`config.mk`:
```
export PLATFORM = sky130hd
export DESIGN_NAME = matrix_multiply
export DESIGN_NICKNAME = d
export VERILOG_FILES = /design/src/hw/rtl/matmul_pkg.sv /design/src/hw/rtl/matmul_datapath.sv /design/src/hw/rtl/matmul_ctrl.sv /design/src/hw/rtl/matrix_multiply.sv
export SDC_FILE = /design/constraint.sdc
export NUM_CORES = 2
export LEC_CHECK = 0
export ABC_AREA = 0
export BUFFER_PORTS_ARGS = -buffer_cell sky130_fd_sc_hd__buf_2
export CORE_MARGIN = 2
export CORE_UTILIZATION = 50
export CTS_CLUSTER_SIZE = 12
export DETAILED_ROUTE_END_ITERATION = 8
export GPL_TIMING_DRIVEN = 0
export MAX_ROUTING_LAYER = met4
export PLACE_DENSITY = 0.65
export SETUP_SLACK_MARGIN = 0.02
export SLEW_MARGIN = 20
export SYNTH_ARGS = -nofsm -noshare
export SYNTH_HDL_FRONTEND = slang
export SYNTH_HIERARCHICAL = 1
export SYNTH_SLANG_ARGS = --single-unit
```
`constraint.sdc`:
```
create_clock -name clk_i -period 9.6 [get_ports clk_i]
set_input_delay 1.92 -clock clk_i [delete_from_list [all_inputs] [get_ports clk_i]]
set_output_delay 1.92 -clock clk_i [all_outputs]
set_load 0.005 [all_outputs]
```
`src/hw/rtl/matmul_pkg.sv`:
```
package matmul_pkg;

  // defaults for the top-level parameters
  localparam int unsigned MaxDimDef    = 8;
  localparam int unsigned ElemWidthDef = 16;

  // fixed port widths
  localparam int unsigned FuncW    = 2;
  localparam int unsigned IdxPortW = 3;
  localparam int unsigned ElemPortW = 16;
  localparam int unsigned ProdW    = 35;
  localparam int unsigned CfgW     = 4;
  localparam int unsigned CfgIdxW  = 2;

  // reset value of every dimension register
  localparam logic [CfgW-1:0] DIM_RESET = 4'd8;

  // input function codes
  localparam logic [FuncW-1:0] FUNC_LOAD_LEFT  = 2'd0;
  localparam logic [FuncW-1:0] FUNC_LOAD_RIGHT = 2'd1;
  localparam logic [FuncW-1:0] FUNC_START      = 2'd2;

  // configuration register indexes
  localparam logic [CfgIdxW-1:0] CFG_NUM_ROWS  = 2'd0;
  localparam logic [CfgIdxW-1:0] CFG_INNER_DIM = 2'd1;
  localparam logic [CfgIdxW-1:0] CFG_NUM_COLS  = 2'd2;

  typedef enum logic [1:0] {
    ST_IDLE,
    ST_MAC,
    ST_DRAIN,
    ST_EMIT
  } ctrl_state_e;

  // controller to datapath
  typedef struct packed {
    logic                wr_left;
    logic                wr_right;
    logic                rd_en;
    logic                acc_clr;
    logic                out_load;
    logic                out_last;
    logic [IdxPortW-1:0] row;
    logic [IdxPortW-1:0] col;
    logic [IdxPortW-1:0] inner;
  } mm_cmd_t;

  // datapath to controller
  typedef struct packed {
    logic pipe_busy;
    logic out_free;
  } mm_status_t;

endpackage

```
`src/hw/rtl/matmul_datapath.sv`:
```
module matmul_datapath import matmul_pkg::*; #(
  parameter int unsigned MAX_DIM    = MaxDimDef,
  parameter int unsigned ELEM_WIDTH = ElemWidthDef
) (
  input  logic                        clk_i,
  input  logic                        rst_ni,
  input  mm_cmd_t                     cmd_i,
  output mm_status_t                  sts_o,
  input  logic [IdxPortW-1:0]         row_index_i,
  input  logic [IdxPortW-1:0]         col_index_i,
  input  logic signed [ElemPortW-1:0] element_i,
  output logic                        out_valid_o,
  input  logic                        out_ready_i,
  output logic [IdxPortW-1:0]         out_row_o,
  output logic [IdxPortW-1:0]         out_col_o,
  output logic signed [ProdW-1:0]     product_value_o,
  output logic                        last_o
);

  localparam int unsigned Depth = MAX_DIM * MAX_DIM;
  localparam int unsigned AW    = $clog2(Depth);

  logic [ELEM_WIDTH-1:0] left_mem_q  [Depth];
  logic [ELEM_WIDTH-1:0] right_mem_q [Depth];

  logic [AW-1:0]         wr_addr;
  logic [AW-1:0]         left_addr;
  logic [AW-1:0]         right_addr;
  logic [ELEM_WIDTH-1:0] wr_data;

  logic signed [ELEM_WIDTH-1:0]   rd_a_q, rd_b_q;
  logic signed [2*ELEM_WIDTH-1:0] prod_q;
  logic                           v1_q, v2_q;
  logic [ProdW-1:0]               acc_q;

  logic                out_valid_q;
  logic [IdxPortW-1:0] out_row_q, out_col_q;
  logic [ProdW-1:0]    out_val_q;
  logic                out_last_q;

  // row-major addressing
  assign wr_addr    = AW'(row_index_i) * AW'(MAX_DIM) + AW'(col_index_i);
  assign left_addr  = AW'(cmd_i.row) * AW'(MAX_DIM) + AW'(cmd_i.inner);
  assign right_addr = AW'(cmd_i.inner) * AW'(MAX_DIM) + AW'(cmd_i.col);
  // low bits of the element field, zero-filled above the field
  assign wr_data    = ELEM_WIDTH'($unsigned(element_i));

  always_ff @(posedge clk_i) begin
    if (cmd_i.wr_left) begin
      left_mem_q[wr_addr] <= wr_data;
    end
    if (cmd_i.wr_right) begin
      right_mem_q[wr_addr] <= wr_data;
    end
  end

  always_ff @(posedge clk_i) begin
    if (cmd_i.rd_en) begin
      rd_a_q <= left_mem_q[left_addr];
      rd_b_q <= right_mem_q[right_addr];
    end
  end

  always_ff @(posedge clk_i) begin
    if (v1_q) begin
      prod_q <= rd_a_q * rd_b_q;
    end
  end

  always_ff @(posedge clk_i or negedge rst_ni) begin
    if (!rst_ni) begin
      v1_q <= 1'b0;
      v2_q <= 1'b0;
    end else begin
      v1_q <= cmd_i.rd_en;
      v2_q <= v1_q;
    end
  end

  always_ff @(posedge clk_i) begin
    if (cmd_i.acc_clr) begin
      acc_q <= '0;
    end else if (v2_q) begin
      acc_q <= acc_q + ProdW'(prod_q);
    end
  end

  always_ff @(posedge clk_i or negedge rst_ni) begin
    if (!rst_ni) begin
      out_valid_q <= 1'b0;
    end else if (cmd_i.out_load) begin
      out_valid_q <= 1'b1;
    end else if (out_ready_i) begin
      out_valid_q <= 1'b0;
    end
  end

  always_ff @(posedge clk_i) begin
    if (cmd_i.out_load) begin
      out_row_q  <= cmd_i.row;
      out_col_q  <= cmd_i.col;
      out_val_q  <= acc_q;
      out_last_q <= cmd_i.out_last;
    end
  end

  assign sts_o.pipe_busy = v1_q | v2_q;
  assign sts_o.out_free  = ~out_valid_q | out_ready_i;

  assign out_valid_o     = out_valid_q;
  assign out_row_o       = out_row_q;
  assign out_col_o       = out_col_q;
  assign product_value_o = $signed(out_val_q);
  assign last_o          = out_last_q;

endmodule

```
`src/hw/rtl/matmul_ctrl.sv`:
```
module matmul_ctrl import matmul_pkg::*; #(
  parameter int unsigned MAX_DIM = MaxDimDef
) (
  input  logic                clk_i,
  input  logic                rst_ni,
  input  logic                cfg_we_i,
  input  logic [CfgIdxW-1:0]  cfg_index_i,
  input  logic [CfgW-1:0]     cfg_data_i,
  input  logic                in_valid_i,
  output logic                in_ready_o,
  input  logic [FuncW-1:0]    func_i,
  input  logic [IdxPortW-1:0] row_index_i,
  input  logic [IdxPortW-1:0] col_index_i,
  input  mm_status_t          sts_i,
  output mm_cmd_t             cmd_o
);

  localparam int unsigned IdxW = $clog2(MAX_DIM);

  ctrl_state_e state_q, state_d;

  logic [CfgW-1:0] num_rows_q, inner_dim_q, num_cols_q;
  logic [IdxW-1:0] nr_m1_q, nk_m1_q, nc_m1_q;
  logic [IdxW-1:0] nr_m1, nk_m1, nc_m1;
  logic [IdxW-1:0] i_q, j_q, k_q;
  logic            start_acc;
  logic            in_range;
  logic            last_entry;

  // out-of-range dimensions clamp to 1..MAX_DIM, kept as last index
  function automatic logic [IdxW-1:0] dim_last(input logic [CfgW-1:0] d);
    if (d == '0) begin
      return '0;
    end else if (int'(d) > MAX_DIM) begin
      return IdxW'(MAX_DIM - 1);
    end
    return IdxW'(d - 4'd1);
  endfunction

  assign nr_m1 = dim_last(num_rows_q);
  assign nk_m1 = dim_last(inner_dim_q);
  assign nc_m1 = dim_last(num_cols_q);

  assign in_range   = (int'(row_index_i) < MAX_DIM) && (int'(col_index_i) < MAX_DIM);
  assign start_acc  = (state_q == ST_IDLE) && in_valid_i && (func_i == FUNC_START);
  assign last_entry = (i_q == nr_m1_q) && (j_q == nc_m1_q);

  always_comb begin
    state_d = state_q;
    case (state_q)
      ST_IDLE: begin
        if (start_acc) begin
          state_d = ST_MAC;
        end
      end
      ST_MAC: begin
        if (k_q == nk_m1_q) begin
          state_d = ST_DRAIN;
        end
      end
      ST_DRAIN: begin
        if (!sts_i.pipe_busy) begin
          state_d = ST_EMIT;
        end
      end
      ST_EMIT: begin
        if (sts_i.out_free) begin
          state_d = last_entry ? ST_IDLE : ST_MAC;
        end
      end
      default: state_d = ST_IDLE;
    endcase
  end

  always_comb begin
    cmd_o       = '0;
    cmd_o.row   = IdxPortW'(i_q);
    cmd_o.col   = IdxPortW'(j_q);
    cmd_o.inner = IdxPortW'(k_q);
    in_ready_o  = 1'b0;
    case (state_q)
      ST_IDLE: begin
        in_ready_o = 1'b1;
        if (in_valid_i) begin
          cmd_o.acc_clr  = (func_i == FUNC_START);
          cmd_o.wr_left  = (func_i == FUNC_LOAD_LEFT) && in_range;
          cmd_o.wr_right = (func_i == FUNC_LOAD_RIGHT) && in_range;
        end
      end
      ST_MAC: begin
        cmd_o.rd_en = 1'b1;
      end
      ST_DRAIN: begin
      end
      ST_EMIT: begin
        if (sts_i.out_free) begin
          cmd_o.out_load = 1'b1;
          cmd_o.out_last = last_entry;
          cmd_o.acc_clr  = 1'b1;
        end
      end
      default: begin
      end
    endcase
  end

  always_ff @(posedge clk_i or negedge rst_ni) begin
    if (!rst_ni) begin
      state_q <= ST_IDLE;
    end else begin
      state_q <= state_d;
    end
  end

  always_ff @(posedge clk_i or negedge rst_ni) begin
    if (!rst_ni) begin
      num_rows_q  <= DIM_RESET;
      inner_dim_q <= DIM_RESET;
      num_cols_q  <= DIM_RESET;
    end else if (cfg_we_i) begin
      case (cfg_index_i)
        CFG_NUM_ROWS:  num_rows_q  <= cfg_data_i;
        CFG_INNER_DIM: inner_dim_q <= cfg_data_i;
        CFG_NUM_COLS:  num_cols_q  <= cfg_data_i;
        default: begin
        end
      endcase
    end
  end

  always_ff @(posedge clk_i or negedge rst_ni) begin
    if (!rst_ni) begin
      i_q     <= '0;
      j_q     <= '0;
      k_q     <= '0;
      nr_m1_q <= '0;
      nk_m1_q <= '0;
      nc_m1_q <= '0;
    end else begin
      case (state_q)
        ST_IDLE: begin
          if (start_acc) begin
            i_q     <= '0;
            j_q     <= '0;
            k_q     <= '0;
            nr_m1_q <= nr_m1;
            nk_m1_q <= nk_m1;
            nc_m1_q <= nc_m1;
          end
        end
        ST_MAC: begin
          k_q <= (k_q == nk_m1_q) ? '0 : k_q + 1'b1;
        end
        ST_EMIT: begin
          if (sts_i.out_free && !last_entry) begin
            if (j_q == nc_m1_q) begin
              j_q <= '0;
              i_q <= i_q + 1'b1;
            end else begin
              j_q <= j_q + 1'b1;
            end
          end
        end
        default: begin
        end
      endcase
    end
  end

  a_load_only_when_free: assert property (@(posedge clk_i) disable iff (!rst_ni)
    cmd_o.out_load |-> sts_i.out_free)
    else $error("result loaded while output register still held");

  a_no_write_while_busy: assert property (@(posedge clk_i) disable iff (!rst_ni)
    (state_q != ST_IDLE) |-> !(cmd_o.wr_left || cmd_o.wr_right))
    else $error("store written during a multiply");

  a_clear_on_empty_pipe: assert property (@(posedge clk_i) disable iff (!rst_ni)
    cmd_o.acc_clr |-> !sts_i.pipe_busy)
    else $error("accumulator cleared with products in flight");

  a_inner_in_range: assert property (@(posedge clk_i) disable iff (!rst_ni)
    (state_q == ST_MAC) |-> (k_q <= nk_m1_q))
    else $error("inner index past inner dimension");

  a_drain_follows_mac: assert property (@(posedge clk_i) disable iff (!rst_ni)
    (state_q == ST_DRAIN) |-> ($past(state_q) == ST_MAC) || ($past(state_q) == ST_DRAIN))
    else $error("drain entered from wrong state");

endmodule

```
`src/hw/rtl/matrix_multiply.sv`:
```
// load transactions are accepted while idle; the input stays ready after each one
// a start transaction walks the product in row-major order, one entry at a time:
// each entry runs its inner store reads (one store read per cycle), then multiply, add, emit
// throughput is bounded by the single multiply-accumulate unit and one read port per store
// rst_ni is asynchronous, active low: control idle, dimension registers back to 8
// store contents are not cleared by reset and are only defined once written
module matrix_multiply import matmul_pkg::*; #(
  parameter int unsigned MAX_DIM    = MaxDimDef,
  parameter int unsigned ELEM_WIDTH = ElemWidthDef
) (
  input  logic                        clk_i,
  input  logic                        rst_ni,
  // configuration write port
  input  logic                        cfg_we_i,
  input  logic [CfgIdxW-1:0]          cfg_index_i,
  input  logic [CfgW-1:0]             cfg_data_i,
  // input transactions
  input  logic                        in_valid_i,
  output logic                        in_ready_o,
  input  logic [FuncW-1:0]            func_i,
  input  logic [IdxPortW-1:0]         row_index_i,
  input  logic [IdxPortW-1:0]         col_index_i,
  input  logic signed [ElemPortW-1:0] element_i,
  // result transactions
  output logic                        out_valid_o,
  input  logic                        out_ready_i,
  output logic [IdxPortW-1:0]         out_row_o,
  output logic [IdxPortW-1:0]         out_col_o,
  output logic signed [ProdW-1:0]     product_value_o,
  output logic                        last_o
);

  // controller owns the dimension registers, the handshake on the input side
  // and the row / column / inner counters; the datapath owns both element
  // stores, the read-multiply-accumulate pipe and the output register
  mm_cmd_t    cmd;
  mm_status_t sts;

  // controller: idle accepts loads and start; a start runs
  // mac (issue inner_dim reads) -> drain (wait for the pipe) -> emit, per entry
  matmul_ctrl #(
    .MAX_DIM (MAX_DIM)
  ) u_ctrl (
    .clk_i       (clk_i),
    .rst_ni      (rst_ni),
    .cfg_we_i    (cfg_we_i),
    .cfg_index_i (cfg_index_i),
    .cfg_data_i  (cfg_data_i),
    .in_valid_i  (in_valid_i),
    .in_ready_o  (in_ready_o),
    .func_i      (func_i),
    .row_index_i (row_index_i),
    .col_index_i (col_index_i),
    .sts_i       (sts),
    .cmd_o       (cmd)
  );

  // datapath: registered store reads, registered product, 35-bit accumulator;
  // the output register lets the next entry compute while a result waits
  matmul_datapath #(
    .MAX_DIM    (MAX_DIM),
    .ELEM_WIDTH (ELEM_WIDTH)
  ) u_datapath (
    .clk_i           (clk_i),
    .rst_ni          (rst_ni),
    .cmd_i           (cmd),
    .sts_o           (sts),
    .row_index_i     (row_index_i),
    .col_index_i     (col_index_i),
    .element_i       (element_i),
    .out_valid_o     (out_valid_o),
    .out_ready_i     (out_ready_i),
    .out_row_o       (out_row_o),
    .out_col_o       (out_col_o),
    .product_value_o (product_value_o),
    .last_o          (last_o)
  );

endmodule
```
Yosys cells after proc, flatten, opt, wreduce, memory -nomap -nowiden
Memories as Yosys holds them, arrays and structs flattened. A register that Yosys moved wholly into a read port is not among the register bits.
Index checks and enable logic that the tools add are counted.
{ "classes": {"add_sub_neg": 10, "multipliers": 1, "order_cmp": 3, "n_eq_ne": 16, "n_mux": 44, "bitwise_logic": 3, "n_reduce_logical": 23} }
{ "ops": {"columns": ["op", "count"], "rows": [
  ["3-bit 2-to-1 mux", 16],
  ["35-bit adder", 1],
  ["16-bit by 16-bit multiplier with 32-bit output", 1],
  ["6-bit by 3-bit adder with 6-bit output", 3],
  ["3-bit case mux with 2 select lines", 3],
  ["1-bit 2-to-1 mux", 16],
  ["2-bit 2-to-1 mux", 7],
  ["4-bit greater-than comparator, second input constant", 3],
  ["4-bit zero test", 3],
  ["2-bit AND reduction", 6],
  ["2-bit by 1-bit != test with 1-bit output, second input constant", 5],
  ["3-bit by 1-bit adder with 3-bit output, second input constant", 3],
  ["3-bit == test", 3],
  ["3-bit by 1-bit subtractor with 3-bit output, second input constant", 3],
  ["2-bit == test, second input constant", 4],
  ["2-bit case mux with 4 select lines", 1],
  ["4-bit AND reduction", 2],
  ["2-bit by 1-bit == test with 1-bit output, second input constant", 3],
  ["2-bit zero test", 3],
  ["2-bit nonzero test", 3],
  ["1-bit logical AND", 4],
  ["3-bit AND reduction", 1],
  ["2-bit != test, second input constant", 1],
  ["1-bit OR", 2],
  ["other kinds (3)", 3]
]} }
{ "totals": {"ff_bits": 144, "ram_bits": 2048, "input_bits": 35, "output_inout_bits": 44, "wordCells": 121, "mem_count": 2} }
{ "mem_list": {"columns": ["name", "words", "width", "read_ports", "rd_clocked_by_memory_dff", "wr", "line_no", "text"], "rows": [
  ["u_datapath.left_mem_q", 64, 16, 1, 1, 1, "matmul_datapath.sv:23", "logic [ELEM_WIDTH-1:0] left_mem_q [Depth];"],
  ["u_datapath.right_mem_q", 64, 16, 1, 1, 1, "matmul_datapath.sv:24", "logic [ELEM_WIDTH-1:0] right_mem_q [Depth];"]
]} }

Longest topological paths before layout
{ "depth": {"word_depth": 6, "ltp_mapped": 23, "mapped_depth_nobuf": 21} }

Modules after synthesis
Netlist, hierarchy kept.
{ "modules_own_cells": {"columns": ["mod", "n_inst", "cells_each", "area_each_um2", "seq_area_each_um2"], "rows": [
  ["matmul_datapath", 1, 4605, 94010.2, 65457.8],
  ["matmul_ctrl", 1, 180, 1858.0, 804.5]
]} }

Worst setup path before layout
OpenSTA, ideal clock, no wires.
{ "synth_path": {"kind": "register to register", "from": "reg u_datapath.rd_a_q[15], read port of u_datapath.left_mem_q", "to": "reg u_datapath.prod_q[31], data pin", "setup_time_ns": 0.268, "t_arrival_ns": 5.894, "required_time_ns": 9.332, "path_slack_ns": 3.438, "stages_incl_launch_ff": 21, "n_path_buf": 1, "synth_period_minus_slack_ns": 6.162, "cell_sequence": "edfxtp_1 > clkbuf_1 > nand2_1 > inv_1 > fa_1 > fa_1 > fa_1 > fa_1 > fa_1 > inv_1 > fa_1 > inv_1 > ha_1 > o21ai_0 > a21oi_1 > a31oi_1 > nor2b_1 > o21ai_0 > o21ai_1 > o41ai_1 > xnor2_1"} }
{ "synth_between": {"elab_chain_cells": 1} }
{ "synth_lines": {"columns": ["element", "line_no", "text"], "rows": [
  ["start: declaration", "matmul_datapath.sv:31", "logic signed [ELEM_WIDTH-1:0] rd_a_q, rd_b_q;"],
  ["16-bit by 16-bit multiplier with 32-bit output", "matmul_datapath.sv:66", "prod_q <= rd_a_q * rd_b_q;"],
  ["end signal: assignment", "matmul_datapath.sv:66", null],
  ["end: declaration", "matmul_datapath.sv:32", "logic signed [2*ELEM_WIDTH-1:0] prod_q;"]
]} }
No other way between the ends.
A chain may end at the register's enable or synchronous reset.

Final worst setup path
{ "layout_path": {"from": "reg u_datapath.rd_b_q[1], read port of u_datapath.right_mem_q", "to": "reg u_datapath.prod_q[31], data pin"} }
{ "layout_between": {"elab_chain_cells": 1} }
{ "layout_lines": {"columns": ["element", "line_no"], "rows": [
  ["start: declaration", "matmul_datapath.sv:31"],
  ["16-bit by 16-bit multiplier with 32-bit output", "matmul_datapath.sv:66"]
]} }
No other way between the ends.

==> results.sh <==
export IMPL_port_buffers=74
export IMPL_final_nets=5660
export IMPL_drt_iter0_drc=5443
export IMPL_yosysSeqAreaShare_pct=69.12
export IMPL_antenna_found_initial=17
export IMPL_multiInputGateArea_um2=27860
export IMPL_cts_buffers=220
export IMPL_min_from="u_datapath/acc_q[34]$_SDFFE_PP0P_"
export IMPL_syn_instance_count=4785
export IMPL_die_area_um2=195300
export IMPL_r2r_end="u_datapath/prod_q[31]$_DFFE_PP_"
export IMPL_synth_edf_count=2154
export IMPL_crit_arrival_ns=8.18
export IMPL_ios=79
export IMPL_clk_pin_slew_ns=0.06
export IMPL_slew_violations=0
export IMPL_synth_area_per_cell_um2=20.04
export IMPL_totalWireLength_um=237600
export IMPL_cpMaxStageDelayCell="fa_1"
export IMPL_cts_max_level=4
export IMPL_min_path_cells=0
export IMPL_fin_crit_sh_pct=78.81
export IMPL_drive_above_1_share_pct=25.99
export IMPL_first_pass_iters=6
export IMPL_num_vias=48030
export IMPL_grt_pass1_wl_um=342400
export IMPL_crit_chain="clkbuf_1 -> nand2_1 -> inv_1 -> fa_1 -> fa_1 -> fa_1 -> fa_1 -> fa_1 -> inv_1 -> fa_1 -> inv_1 -> ha_1 -> o21ai_0 -> a21oi_1 -> a31oi_1 -> nor2b_1 -> o21ai_0 -> o21ai_1 -> o41ai_1 -> xnor2_1"
export IMPL_cts_root_buffer="clkbuf_16"
export IMPL_hold_end="u_datapath/product_value_o[34]$_DFFE_PP_"
export IMPL_cp_max_fo=10
export IMPL_grt_setup_unrepaired="no"
export IMPL_async_flop_share_pct=1.574
export IMPL_clk_latency_ns=0.89
export IMPL_viasPerCell=6.092
export IMPL_routabilityCongestion=0.9049
export IMPL_busiest_layer="met2"
export IMPL_cts_resized=0
export IMPL_met3_usage_pct=4.221
export IMPL_die_x_um=441.9
export IMPL_worst_path_most_repeated_cell="fa_1"
export IMPL_ys_types=79
export IMPL_grt_max_degree=100
export IMPL_area_sequential_um2=66260
export IMPL_clock_sinks=2224
export IMPL_crit_path_end_kind="register"
export IMPL_cts_buffer_depth=3
export IMPL_use_met1_pct=35.74
export IMPL_worstSetupPathType="register to register"
export IMPL_grt_usage_pct=25.24
export IMPL_core_area_um2=190400
export IMPL_synth_seq_cells=2224
export IMPL_reg2reg_depth=20
export IMPL_status="complete, no violations"
export IMPL_required_ns=10.21
export IMPL_syn_area_um2=95870
export IMPL_nFillCells=14020
export IMPL_maxCapViolCount=0
export IMPL_min_path_type="register to register"
export IMPL_hold_viol_final=0
export IMPL_dp_hpwl_um=166000
export IMPL_fin_skew_ns=0.07081
export IMPL_drcViolationCount=0
export IMPL_rows=160
export IMPL_r2r_start="u_datapath/rd_b_q[1]$_DFFE_PP_"
export IMPL_grt_ovfl_total=0
export IMPL_post_cts_repair_setup_buffers=0
export IMPL_period_minus_slack_ns=7.566
export IMPL_synthToLayoutAreaGrowth_pct=13.28
export IMPL_yosys_warnings=6
export IMPL_critPathLaunchType="register"
export IMPL_fin_tns_setup_ns=0
export IMPL_slowest_delay_ns=0.94
export IMPL_ys_flop_type="edfxtp_1"
export IMPL_ant_nets=0
export IMPL_r2r_slack_ns=2.03
export IMPL_worstMarginPinSlew_ns=1.145
export IMPL_cts_hold_buf=0
export IMPL_wl_per_cell_um=30.14
export IMPL_initial_core_util_pct=50.36
export IMPL_setup_violations_final=0
export IMPL_gr_usage_met2_pct=38.33
export IMPL_die_h_um=441.9
export IMPL_tritoncts="yes"
export IMPL_syn_num_nets=5209
export IMPL_grt_pass1_vias=48220
export IMPL_max_slew_margin_pct=23.69
export IMPL_fmax_mhz=132.2
## final cells by class
type,instances,share of cell area (%)
Clock inverter,67,0.5749
Tap cell,2511,2.893
Sequential cell,2224,61.02
Clock buffer,290,5.377
Antenna cell,2,0.004609
Timing Repair Buffer,229,2.546
Buffer,216,0.8537
Inverter,313,1.082
Multi-Input combinational cell,2032,25.65
## logic make-up (layout without fill, tap and decap cells)
| logic type | Yosys count | count (layout) | synth area share [%] |
|---|---|---|---|
| AO/OA/AOI/OAI | 230 | 230 | 1.582 |
| AND/OR/NAND/NOR | 645 | 645 | 3.254 |
| multiplexers | 702 | 702 | 16.12 |
| other | 0 | 2 | 0 |
| flip-flops | 2224 | 2224 | 69.12 |
| adder cells (fa/ha/maj) | 393 | 393 | 7.178 |
| XOR/XNOR | 62 | 62 | 0.5743 |
| buffers and inverters | 529 | 1115 | 2.177 |
## critical path, delay by kind of cell (launching register included)
kind,cells,cell delay [ns]
AO/OA/AOI/OAI,6,1.47
XOR/XNOR,1,0.17
adder cells (fa/ha/maj),7,3.85
buffers and inverters,4,0.89
flip-flops,1,0.61
AND/OR/NAND/NOR,2,0.28
## state kept, by name (all words and copies together), names as in the netlist, 2 cells and up
name	count
u_ctrl/i_q	3
u_ctrl/inner_dim_q	4
u_ctrl/j_q	3
u_ctrl/k_q	3
u_ctrl/nc_m1_q	3
u_ctrl/nk_m1_q	3
u_ctrl/nr_m1_q	3
u_ctrl/num_cols_q	4
u_ctrl/num_rows_q	4
u_ctrl/state_q	2
u_datapath/acc_q	35
u_datapath/left_mem_q	1024
u_datapath/out_col_o	3
u_datapath/out_row_o	3
u_datapath/prod_q	32
u_datapath/product_value_o	35
u_datapath/rd_a_q	16
u_datapath/rd_b_q	16
u_datapath/right_mem_q	1024
## worst max-delay path by stage
stage	slack, ns	to	start	cells past startpoint
6_report	2.03	u_datapath/prod_q[31]$_DFFE_PP_	u_datapath/rd_b_q[1]$_DFFE_PP_	20
5_1_grt	1.80	u_datapath/prod_q[30]$_DFFE_PP_	u_datapath/rd_b_q[1]$_DFFE_PP_	21
4_1_cts	2.13	u_datapath/prod_q[31]$_DFFE_PP_	u_datapath/rd_b_q[1]$_DFFE_PP_	20
3_5_place_dp	2.14	u_datapath/prod_q[31]$_DFFE_PP_	u_datapath/rd_b_q[1]$_DFFE_PP_	20
3_3_place_gp	2.14	u_datapath/prod_q[31]$_DFFE_PP_	u_datapath/rd_b_q[1]$_DFFE_PP_	20
2_1_floorplan	3.44	u_datapath/prod_q[31]$_DFFE_PP_	u_datapath/rd_a_q[15]$_DFFE_PP_	20
## per-stage QoR
stage | util (%) | cell area [um2] | setup slack, ns | instances | hold WS (ns)
after floorplan | - | 95870 | 3.438 | 4785 | 0.4231
after global placement | 52.20 | 99380 | 2.136 | 7370 | 0.4410
after detailed placement | 53.64 | 102100 | 2.144 | 7525 | 0.4444
after CTS | 57.04 | 108600 | 2.134 | 7882 | 0.4680
after global routing | 57.04 | 108600 | 1.801 | 7884 | 0.4958
final | 57.04 | 108600 | 2.034 | 7884 | 0.4633
## cell usage after synthesis, types with 4 or more instances
master       n  area share [%]
edfxtp_1  2154              67
mux4_2     672              16
inv_1      313             1.2
fa_1       263             5.5
nor2_1     194            0.76
nand2_1    183            0.72
clkbuf_1   129            0.51
and2_1     127            0.83
ha_1       126             1.6
o21ai_0     55            0.29
a21oi_1     48            0.25
buf_2       48            0.25
xnor2_1     39            0.36
dfxtp_1     35            0.73
dfrtp_1     32            0.84
buf_1       29            0.11
a21o_1      28            0.22
nor3_1      25            0.13
nand3_1     23            0.12
xor2_1      22            0.20
mux2i_1     17            0.18
nand2b_1    15           0.098
a31oi_1     13           0.085
nor2b_1     13           0.085
mux2_2      12            0.14
nand4_1     12           0.078
o21a_1      12           0.094
a211oi_1    11           0.086
buf_4        9           0.070
and3_1       8           0.052
nand3b_1     8           0.063
nor3b_1      8           0.063
o211ai_1     7           0.055
o21bai_1     6           0.047
o22ai_1      6           0.039
a21boi_0     4           0.031
and4_1       4           0.037
maj3_1       4           0.042
nor4_1       4           0.026
or3_1        4           0.026
## layer usage
layer  vias up  wire, um
met4         0      7196
li1      19830         -
met2      2145    113300
met3       355     19890
met5         -         0
met1     25710     97270
## layout by cell type (no fill, tap or decap), types with 29 or more instances in the layout
master     instances
clkinv_1          30
ha_1             125
nor2_2           127
buf_6            103
and2_1           127
nor2_1            66
buf_1             29
xnor2_1           39
o21ai_0           55
dfxtp_1           35
buf_8             44
buf_2            106
nand2_1          183
a21oi_1           48
fa_1             263
clkbuf_16        221
inv_1            312
clkbuf_1         181
dfrtp_1           31
edfxtp_1        2154
mux4_2           672
Power is left out: the tool's default activity adds up to more than one toggle a clock period on the data nets, which glitch-free logic cannot reach.
